### config.mk
export PLATFORM = sky130hd
export DESIGN_NAME = hierarchical_timer_wheel_unit
export DESIGN_NICKNAME = d
export VERILOG_FILES = /design/src/hdl/htw_pkg.sv /design/src/hdl/htw_alu.sv /design/src/hdl/htw_store.sv /design/src/hdl/hierarchical_timer_wheel_unit.sv
export SDC_FILE = /design/constraint.sdc
export NUM_CORES = 2
export LEC_CHECK = 0
export BUFFER_PORTS_ARGS = -buffer_cell sky130_fd_sc_hd__buf_2
export CAP_MARGIN = 20
export CORE_MARGIN = 2
export CORE_UTILIZATION = 45
export DETAILED_ROUTE_END_ITERATION = 8
export HOLD_SLACK_MARGIN = 0.1
export SETUP_SLACK_MARGIN = 0.05
export SLEW_MARGIN = 20
export SYNTH_ARGS = -nofsm -noshare
export SYNTH_HDL_FRONTEND = slang
export SYNTH_SLANG_ARGS = --single-unit
### constraint.sdc
create_clock -name aclk -period 24.7 [get_ports aclk]
set_input_delay 1.235 -clock aclk [delete_from_list [all_inputs] [get_ports aclk]]
set_output_delay 1.235 -clock aclk [all_outputs]
set_load 0.05 [all_outputs]
### src/hdl/htw_pkg.sv
package htw_pkg;

    localparam int NUM_TIMERS = 16;
    localparam int IDX_W      = (NUM_TIMERS > 1) ? $clog2(NUM_TIMERS) : 1;
    localparam int CNT_W      = 32;
    localparam int ID_W       = 4;
    localparam int OP_W       = 3;

    localparam logic [IDX_W-1:0] LAST_IDX = IDX_W'(NUM_TIMERS - 1);
    localparam logic [CNT_W-1:0] ALL_ONES = {CNT_W{1'b1}};

    localparam logic KIND_EXPIRY = 1'b0;
    localparam logic KIND_QUERY  = 1'b1;

    typedef enum logic [OP_W-1:0] {
        OP_TICK      = 3'd0,
        OP_CONFIGURE = 3'd1,
        OP_START     = 3'd2,
        OP_STOP      = 3'd3,
        OP_QUERY     = 3'd4
    } op_t;

    typedef enum logic [1:0] {
        ST_IDLE,
        ST_SCAN,
        ST_FINISH
    } state_t;

    typedef struct packed {
        logic [OP_W-1:0]  op;
        logic [ID_W-1:0]  timer_id;
        logic [CNT_W-1:0] delay;
        logic [CNT_W-1:0] period;
    } in_item_t;

    typedef struct packed {
        logic             kind;
        logic [ID_W-1:0]  expired_id;
        logic [CNT_W-1:0] remaining;
        logic             last;
    } out_item_t;

    typedef struct packed {
        logic             rd_en;
        logic [IDX_W-1:0] rd_addr;
        logic [IDX_W-1:0] wr_addr;
        logic             dl_we;
        logic             rl_we;
        logic             arm_set;
        logic             arm_clr;
        logic [CNT_W-1:0] deadline;
        logic [CNT_W-1:0] reload;
    } store_cmd_t;

    function automatic logic id_in_range(input logic [ID_W-1:0] id);
        logic [31:0] wide;
        wide = 32'(id);
        return (wide < 32'(NUM_TIMERS));
    endfunction

    function automatic logic [IDX_W-1:0] id_to_idx(input logic [ID_W-1:0] id);
        logic [31:0] wide;
        wide = 32'(id);
        return wide[IDX_W-1:0];
    endfunction

    function automatic logic [ID_W-1:0] idx_to_id(input logic [IDX_W-1:0] idx);
        logic [31:0] wide;
        wide = 32'(idx);
        return wide[ID_W-1:0];
    endfunction

endpackage

### src/hdl/htw_alu.sv
module htw_alu (
    input  logic [htw_pkg::CNT_W-1:0] a,
    input  logic [htw_pkg::CNT_W-1:0] b,
    input  logic                      sub,
    output logic [htw_pkg::CNT_W-1:0] y
);
    import htw_pkg::*;

    logic [CNT_W-1:0] b_eff;

    assign b_eff = b ^ {CNT_W{sub}};
    assign y     = a + b_eff + CNT_W'(sub);

endmodule

### src/hdl/htw_store.sv
module htw_store (
    input  logic                           aclk,
    input  logic                           aresetn,
    input  htw_pkg::store_cmd_t            cmd,
    output logic [htw_pkg::CNT_W-1:0]      rd_deadline,
    output logic [htw_pkg::CNT_W-1:0]      rd_reload,
    output logic [htw_pkg::NUM_TIMERS-1:0] armed
);
    import htw_pkg::*;

    logic [CNT_W-1:0]      deadline_mem [NUM_TIMERS];
    logic [CNT_W-1:0]      reload_mem   [NUM_TIMERS];
    logic [NUM_TIMERS-1:0] rl_valid_reg;
    logic [NUM_TIMERS-1:0] armed_reg;
    logic [CNT_W-1:0]      rd_deadline_reg;
    logic [CNT_W-1:0]      rd_reload_reg;
    logic                  rd_rl_valid_reg;

    always_ff @(posedge aclk) begin
        if (cmd.dl_we) begin
            deadline_mem[cmd.wr_addr] <= cmd.deadline;
        end
        if (cmd.rl_we) begin
            reload_mem[cmd.wr_addr] <= cmd.reload;
        end
        if (cmd.rd_en) begin
            rd_deadline_reg <= deadline_mem[cmd.rd_addr];
            rd_reload_reg   <= reload_mem[cmd.rd_addr];
        end
    end

    always_ff @(posedge aclk) begin
        if (!aresetn) begin
            rl_valid_reg    <= '0;
            armed_reg       <= '0;
            rd_rl_valid_reg <= 1'b0;
        end else begin
            if (cmd.rl_we) begin
                rl_valid_reg[cmd.wr_addr] <= 1'b1;
            end
            if (cmd.arm_set) begin
                armed_reg[cmd.wr_addr] <= 1'b1;
            end else if (cmd.arm_clr) begin
                armed_reg[cmd.wr_addr] <= 1'b0;
            end
            if (cmd.rd_en) begin
                rd_rl_valid_reg <= rl_valid_reg[cmd.rd_addr];
            end
        end
    end

    // A reload value never written reads as its reset value of zero.
    assign rd_deadline = rd_deadline_reg;
    assign rd_reload   = rd_rl_valid_reg ? rd_reload_reg : '0;
    assign armed       = armed_reg;

endmodule

### src/hdl/hierarchical_timer_wheel_unit.sv
// Pool of 16 timers against a free-running 32-bit tick counter. Configure, start and
// stop are each taken in the idle state, and the block is ready again in the next
// cycle. A tick or a query walks the timer store through its single read port and
// a single shared adder, one entry per cycle unless a due timer waits on the result
// side: it takes the transfer, visits each timer, then finishes; s_ready stays low.
// A tick returns one expiry result per due timer in ascending index, the final one
// marked last; a tick with no due timer returns nothing. A query returns exactly
// one result holding the smallest remaining time, or zero when no timer is armed.
module hierarchical_timer_wheel_unit (
    input  logic                aclk,
    input  logic                aresetn,
    input  logic                s_valid,
    output logic                s_ready,
    input  htw_pkg::in_item_t   s_data,
    output logic                m_valid,
    input  logic                m_ready,
    output htw_pkg::out_item_t  m_data
);
    import htw_pkg::*;

    state_t           state_reg, state_next;
    logic [IDX_W-1:0] idx_reg, idx_next;
    logic [CNT_W-1:0] tick_count_reg, tick_count_next;
    logic             query_reg, query_next;
    logic             pend_valid_reg, pend_valid_next;
    logic [IDX_W-1:0] pend_id_reg, pend_id_next;
    logic [CNT_W-1:0] best_reg, best_next;
    logic             any_reg, any_next;
    logic             m_valid_reg, m_valid_next;
    out_item_t        m_data_reg, m_data_next;

    store_cmd_t            cmd;
    logic [CNT_W-1:0]      rd_deadline;
    logic [CNT_W-1:0]      rd_reload;
    logic [NUM_TIMERS-1:0] armed;

    logic [CNT_W-1:0] alu_a;
    logic [CNT_W-1:0] alu_b;
    logic             alu_sub;
    logic [CNT_W-1:0] alu_y;

    logic      out_free;
    logic      hit;
    logic      stall;
    logic      out_load;
    out_item_t out_item;

    htw_store u_store (
        .aclk        (aclk),
        .aresetn     (aresetn),
        .cmd         (cmd),
        .rd_deadline (rd_deadline),
        .rd_reload   (rd_reload),
        .armed       (armed)
    );

    htw_alu u_alu (
        .a   (alu_a),
        .b   (alu_b),
        .sub (alu_sub),
        .y   (alu_y)
    );

    assign out_free = !m_valid_reg || m_ready;
    assign hit      = !query_reg && armed[idx_reg] && (rd_deadline == tick_count_reg);
    assign stall    = hit && pend_valid_reg && !out_free;

    always_comb begin
        state_next = state_reg;
        unique case (state_reg)
            ST_IDLE: begin
                if (s_valid && (s_data.op == OP_TICK || s_data.op == OP_QUERY)) begin
                    state_next = ST_SCAN;
                end
            end
            ST_SCAN: begin
                if (!stall && idx_reg == LAST_IDX) begin
                    state_next = ST_FINISH;
                end
            end
            ST_FINISH: begin
                if (!(query_reg || pend_valid_reg) || out_free) begin
                    state_next = ST_IDLE;
                end
            end
            default: begin
                state_next = ST_IDLE;
            end
        endcase
    end

    always_comb begin
        cmd             = '0;
        cmd.reload      = s_data.period;
        cmd.deadline    = alu_y;
        alu_a           = tick_count_reg;
        alu_b           = CNT_W'(1);
        alu_sub         = 1'b0;
        s_ready         = 1'b0;
        out_load        = 1'b0;
        out_item        = '0;
        idx_next        = idx_reg;
        tick_count_next = tick_count_reg;
        query_next      = query_reg;
        pend_valid_next = pend_valid_reg;
        pend_id_next    = pend_id_reg;
        best_next       = best_reg;
        any_next        = any_reg;

        unique case (state_reg)
            ST_IDLE: begin
                s_ready     = 1'b1;
                cmd.wr_addr = id_to_idx(s_data.timer_id);
                if (s_data.op != OP_TICK) begin
                    alu_b = s_data.delay;
                end
                if (s_valid) begin
                    unique case (s_data.op)
                        OP_TICK: begin
                            tick_count_next = alu_y;
                            cmd.rd_en       = 1'b1;
                            idx_next        = '0;
                            query_next      = 1'b0;
                            pend_valid_next = 1'b0;
                        end
                        OP_CONFIGURE: begin
                            if (id_in_range(s_data.timer_id)) begin
                                cmd.rl_we = 1'b1;
                                if (s_data.delay != '0) begin
                                    cmd.dl_we   = 1'b1;
                                    cmd.arm_set = 1'b1;
                                end else begin
                                    cmd.arm_clr = 1'b1;
                                end
                            end
                        end
                        OP_START: begin
                            if (id_in_range(s_data.timer_id) && s_data.delay != '0) begin
                                cmd.dl_we   = 1'b1;
                                cmd.arm_set = 1'b1;
                            end
                        end
                        OP_STOP: begin
                            if (id_in_range(s_data.timer_id)) begin
                                cmd.arm_clr = 1'b1;
                            end
                        end
                        OP_QUERY: begin
                            cmd.rd_en  = 1'b1;
                            idx_next   = '0;
                            query_next = 1'b1;
                            best_next  = ALL_ONES;
                            any_next   = 1'b0;
                        end
                        default: begin
                        end
                    endcase
                end
            end
            ST_SCAN: begin
                cmd.wr_addr = idx_reg;
                cmd.rd_addr = idx_reg + IDX_W'(1);
                if (query_reg) begin
                    alu_a   = rd_deadline;
                    alu_b   = tick_count_reg;
                    alu_sub = 1'b1;
                end else begin
                    alu_b = rd_reload;
                end
                if (!stall) begin
                    if (query_reg) begin
                        if (armed[idx_reg]) begin
                            any_next = 1'b1;
                            if (alu_y < best_reg) begin
                                best_next = alu_y;
                            end
                        end
                    end else if (hit) begin
                        if (pend_valid_reg) begin
                            out_load            = 1'b1;
                            out_item.kind       = KIND_EXPIRY;
                            out_item.expired_id = idx_to_id(pend_id_reg);
                        end
                        pend_valid_next = 1'b1;
                        pend_id_next    = idx_reg;
                        if (rd_reload != '0) begin
                            cmd.dl_we = 1'b1;
                        end else begin
                            cmd.arm_clr = 1'b1;
                        end
                    end
                    if (idx_reg != LAST_IDX) begin
                        cmd.rd_en = 1'b1;
                        idx_next  = idx_reg + IDX_W'(1);
                    end
                end
            end
            ST_FINISH: begin
                if (out_free) begin
                    if (query_reg) begin
                        out_load           = 1'b1;
                        out_item.kind      = KIND_QUERY;
                        out_item.remaining = any_reg ? best_reg : '0;
                        out_item.last      = 1'b1;
                    end else if (pend_valid_reg) begin
                        out_load            = 1'b1;
                        out_item.kind       = KIND_EXPIRY;
                        out_item.expired_id = idx_to_id(pend_id_reg);
                        out_item.last       = 1'b1;
                        pend_valid_next     = 1'b0;
                    end
                end
            end
            default: begin
            end
        endcase
    end

    always_comb begin
        m_data_next  = out_load ? out_item : m_data_reg;
        m_valid_next = out_load || (m_valid_reg && !m_ready);
    end

    always_ff @(posedge aclk) begin
        if (!aresetn) begin
            state_reg      <= ST_IDLE;
            tick_count_reg <= '0;
            pend_valid_reg <= 1'b0;
            m_valid_reg    <= 1'b0;
            query_reg      <= 1'b0;
            idx_reg        <= '0;
        end else begin
            state_reg      <= state_next;
            tick_count_reg <= tick_count_next;
            pend_valid_reg <= pend_valid_next;
            m_valid_reg    <= m_valid_next;
            query_reg      <= query_next;
            idx_reg        <= idx_next;
        end
    end

    always_ff @(posedge aclk) begin
        pend_id_reg <= pend_id_next;
        best_reg    <= best_next;
        any_reg     <= any_next;
        m_data_reg  <= m_data_next;
    end

    assign m_valid = m_valid_reg;
    assign m_data  = m_data_reg;

    a_load_only_when_free: assert property (
        @(posedge aclk) disable iff (!aresetn)
        out_load |-> out_free
    ) else $error("result register overwritten before its transfer");

    a_tick_advances: assert property (
        @(posedge aclk) disable iff (!aresetn)
        (s_valid && s_ready && s_data.op == OP_TICK)
            |=> (tick_count_reg == $past(tick_count_reg) + CNT_W'(1))
    ) else $error("tick counter did not advance by one");

    a_idle_has_no_pending: assert property (
        @(posedge aclk) disable iff (!aresetn)
        s_ready |-> !pend_valid_reg
    ) else $error("expiry result left behind when returning to idle");

    a_query_zero_iff_none: assert property (
        @(posedge aclk) disable iff (!aresetn)
        (out_load && out_item.kind == KIND_QUERY) |-> ((out_item.remaining != '0) == any_reg)
    ) else $error("query answer disagrees with armed timer set");

endmodule

==> results.sh <==
export IMPL_status="completed"
export IMPL_avgSynthCellArea_sq_um=13.1
export IMPL_fin_tns_setup_ns=0
export IMPL_drv_cap=0
export IMPL_p_sw_share_pct=25.3
export IMPL_p_per_area_nw_per_um2=82.9
export IMPL_drive_gt1_share_pct=11.9
export IMPL_ir_drop_mv=0.0612
export IMPL_grt_util_met1_pct=36.0
export IMPL_clk_pin_slew_ns=0.06
export IMPL_rrSetupSlack_ns=16.70
export IMPL_ys_seq_area_share_pct=69.1
export IMPL_post_route_drc_count=0
export IMPL_path_class="flip-flop to flip-flop"
export IMPL_grt_max_degree=165
export IMPL_grt_pass1_wl_um=223000
export IMPL_cts_made_buffers=121
export IMPL_netlist_area_leader_share_pct=66.3
export IMPL_gp_congestion=0.974
export IMPL_hold_slack_ns=0.460
export IMPL_routedWlPerCell_um=26.8
export IMPL_routed_wl_um=153000
export IMPL_yosysWarnings=0
export IMPL_clock_path_buffers=3
export IMPL_cpMostUsedCell="a21o_1"
export IMPL_critical_path_required_ns=25.08
export IMPL_grt_use_total_pct=25.2
export IMPL_synthesis_nets=4167
export IMPL_fmax_ghz=0.125
export IMPL_htree_levels=3
export IMPL_fin_cells=5718
export IMPL_vias=34259
export IMPL_root_buffer="clkbuf_16"
export IMPL_ys_top_cells_by_area="edfxtp_1 66%, a211oi_1 4.8%, nand2_1 4.4%, and2_1 3.6%, dfxtp_1 2.8%"
export IMPL_dpl_cell_count=5477
export IMPL_hold_class="flip-flop to flip-flop"
export IMPL_cts_hold_buf=0
export IMPL_worst_slack_ns=16.70
export IMPL_antenna_found_initial=31
export IMPL_grt_pass1_vias=32411
export IMPL_clkPwrFrac_pct=39.3
export IMPL_synth_seq_cells=1237
export IMPL_ys_flop_type="edfxtp_1"
export IMPL_synth_edf_count=1163
export IMPL_power_frac_seq_pct=49.6
export IMPL_path_max_fanout=40
export IMPL_die_w_um=346
export IMPL_yosys_area_top_type="edfxtp_1"
export IMPL_area_delta_synth_final_pct=12.8
export IMPL_p_int_mw=3.68
export IMPL_rsz0062_at_grt="false"
export IMPL_clock_latency_ns=0.75
export IMPL_die_h_um=346
export IMPL_met3_usage_pct=6.04
export IMPL_worstMarginPinSlew_ns=1.18
export IMPL_p_sw_mw=1.25
export IMPL_port_buffers=114
export IMPL_fill_cells=9967
export IMPL_fin_nets=4217
export IMPL_yosysUniqueCellTypes=83
export IMPL_postCtsSetupBuffers=0
export IMPL_slowest_stage="nor2_1"
export IMPL_slew_viol_final=0
export IMPL_synthCells=4026
export IMPL_firstDrtPassIters=6
export IMPL_start_kind="flip-flop"
export IMPL_post_cts_resized=0
export IMPL_dieArea_sq_um=120000
export IMPL_cts_sinks=1237
export IMPL_period_share_pct=32.4
export IMPL_async_reset_ff_share_pct=0
export IMPL_skew_ns=0.0324
export IMPL_combPwrFrac_pct=11.1
export IMPL_critical_path_max_stage_delay_ns=0.75
export IMPL_hpwl_um=85700
export IMPL_slew_headroom_pct=20.7
export IMPL_setup_viol=0
export IMPL_cts_tree="done"
export IMPL_place_area_sq_um=55200
export IMPL_overflow=0
export IMPL_std_cell_rows=125
export IMPL_drt_iter0_markers=3387
export IMPL_end_kind="flip-flop"
export IMPL_layout_common_cells="1163 x edfxtp_1, 610 x nand2_1, 336 x a211oi_1"
export IMPL_finalHoldViolations=0
export IMPL_design_area_sq_um=59400
export IMPL_p_leak_nw=19.7
export IMPL_syn_area_sq_um=52700
export IMPL_antenna_left=0
export IMPL_top_usage_layer="met2"
export IMPL_pin_count=115
export IMPL_core_area_sq_um=116000
export IMPL_vias_per_cell=5.99
export IMPL_final_common_cell="edfxtp_1"
export IMPL_place_ws_ns=16.58
export IMPL_grt_use_met2_pct=38.3
export IMPL_fin_crit_ns=8.00
export IMPL_cp_arrival_ns=8.38
export IMPL_start_util_pct=45.3
routing by layer:
layer	vias up	wire length, um	part of all wire, %
met2	1340	68300	45
li1	15504	-	-
met5	-	207	0.14
met4	32	4600	3.0
met1	17088	66800	44
met3	295	13100	8.6
Yosys cell counts (all sizes together), types with 65 or more instances:
library cell,count
a211oi,338
a21oi,225
a311oi,133
a31oi,141
and2,305
clkbuf,252
dfxtp,74
edfxtp,1163
ha,65
nand2,615
nor2,124
o21ai,89
through the flow:
stage / utilization [%] / power [mW]
2_1_floorplan: - / 2.80
3_3_place_gp: 47.5 / 3.02
3_5_place_dp: 47.5 / 3.03
4_1_cts: 51.1 / 4.95
5_1_grt: 51.1 / 5.09
6_report: 51.1 / 4.93
cells by family after synthesis:
family                   after synthesis  share of synthesized area (%)
AND/OR/NAND/NOR                     1208                           10.8
flip-flops                          1237                           69.1
multiplexers                          44                           1.03
AO/OA/AOI/OAI                       1071                           14.0
buffers and inverters                343                           2.48
XOR/XNOR                              57                          0.948
adder cells (fa/ha/maj)               66                           1.58
worst paths after layout:
check,cells after the start,endpoint,start
setup / recovery,27,best_reg[17]$_SDFFCE_PN1P_,state_reg[1]$_SDFFE_PN0P_
hold / removal,1,u_store.rl_valid_reg[10]$_SDFFE_PN0P_,u_store.rl_valid_reg[10]$_SDFFE_PN0P_
setup reg to reg,27,best_reg[17]$_SDFFCE_PN1P_,state_reg[1]$_SDFFE_PN0P_
hold reg to reg,1,u_store.rl_valid_reg[10]$_SDFFE_PN0P_,u_store.rl_valid_reg[10]$_SDFFE_PN0P_
worst max-delay path: cells and delay by family (launching register included):
kind	cells	cell delay [ns]
AND/OR/NAND/NOR	6	2.25
buffers and inverters	4	1.28
adder cells (fa/ha/maj)	3	1.06
AO/OA/AOI/OAI	14	2.70
flip-flops	1	0.31
power groups by stage:
stage                     clock (mW)  combinational (mW)  sequential, mW
after floorplan                    0               0.332            2.46
after global placement             0               0.534            2.49
after detailed placement           0               0.542            2.49
after CTS                       1.96               0.545            2.44
after global routing            2.04               0.597            2.44
final                           1.93               0.547            2.45
cell type report:
| cell class | count | area [sq um] | area share, % |
|---|---|---|---|
| Inverter | 64 | 248 | 0.417 |
| Tap cell | 1524 | 1910 | 3.21 |
| Clock inverter | 66 | 840 | 1.41 |
| Timing Repair Buffer | 206 | 1300 | 2.19 |
| Clock buffer | 162 | 3330 | 5.61 |
| Antenna cell | 13 | 32.5 | 0.0548 |
| Multi-Input combinational cell | 2446 | 15300 | 25.8 |
| Sequential cell | 1237 | 36400 | 61.3 |
Note: power is estimated with default switching activity, not from simulation.
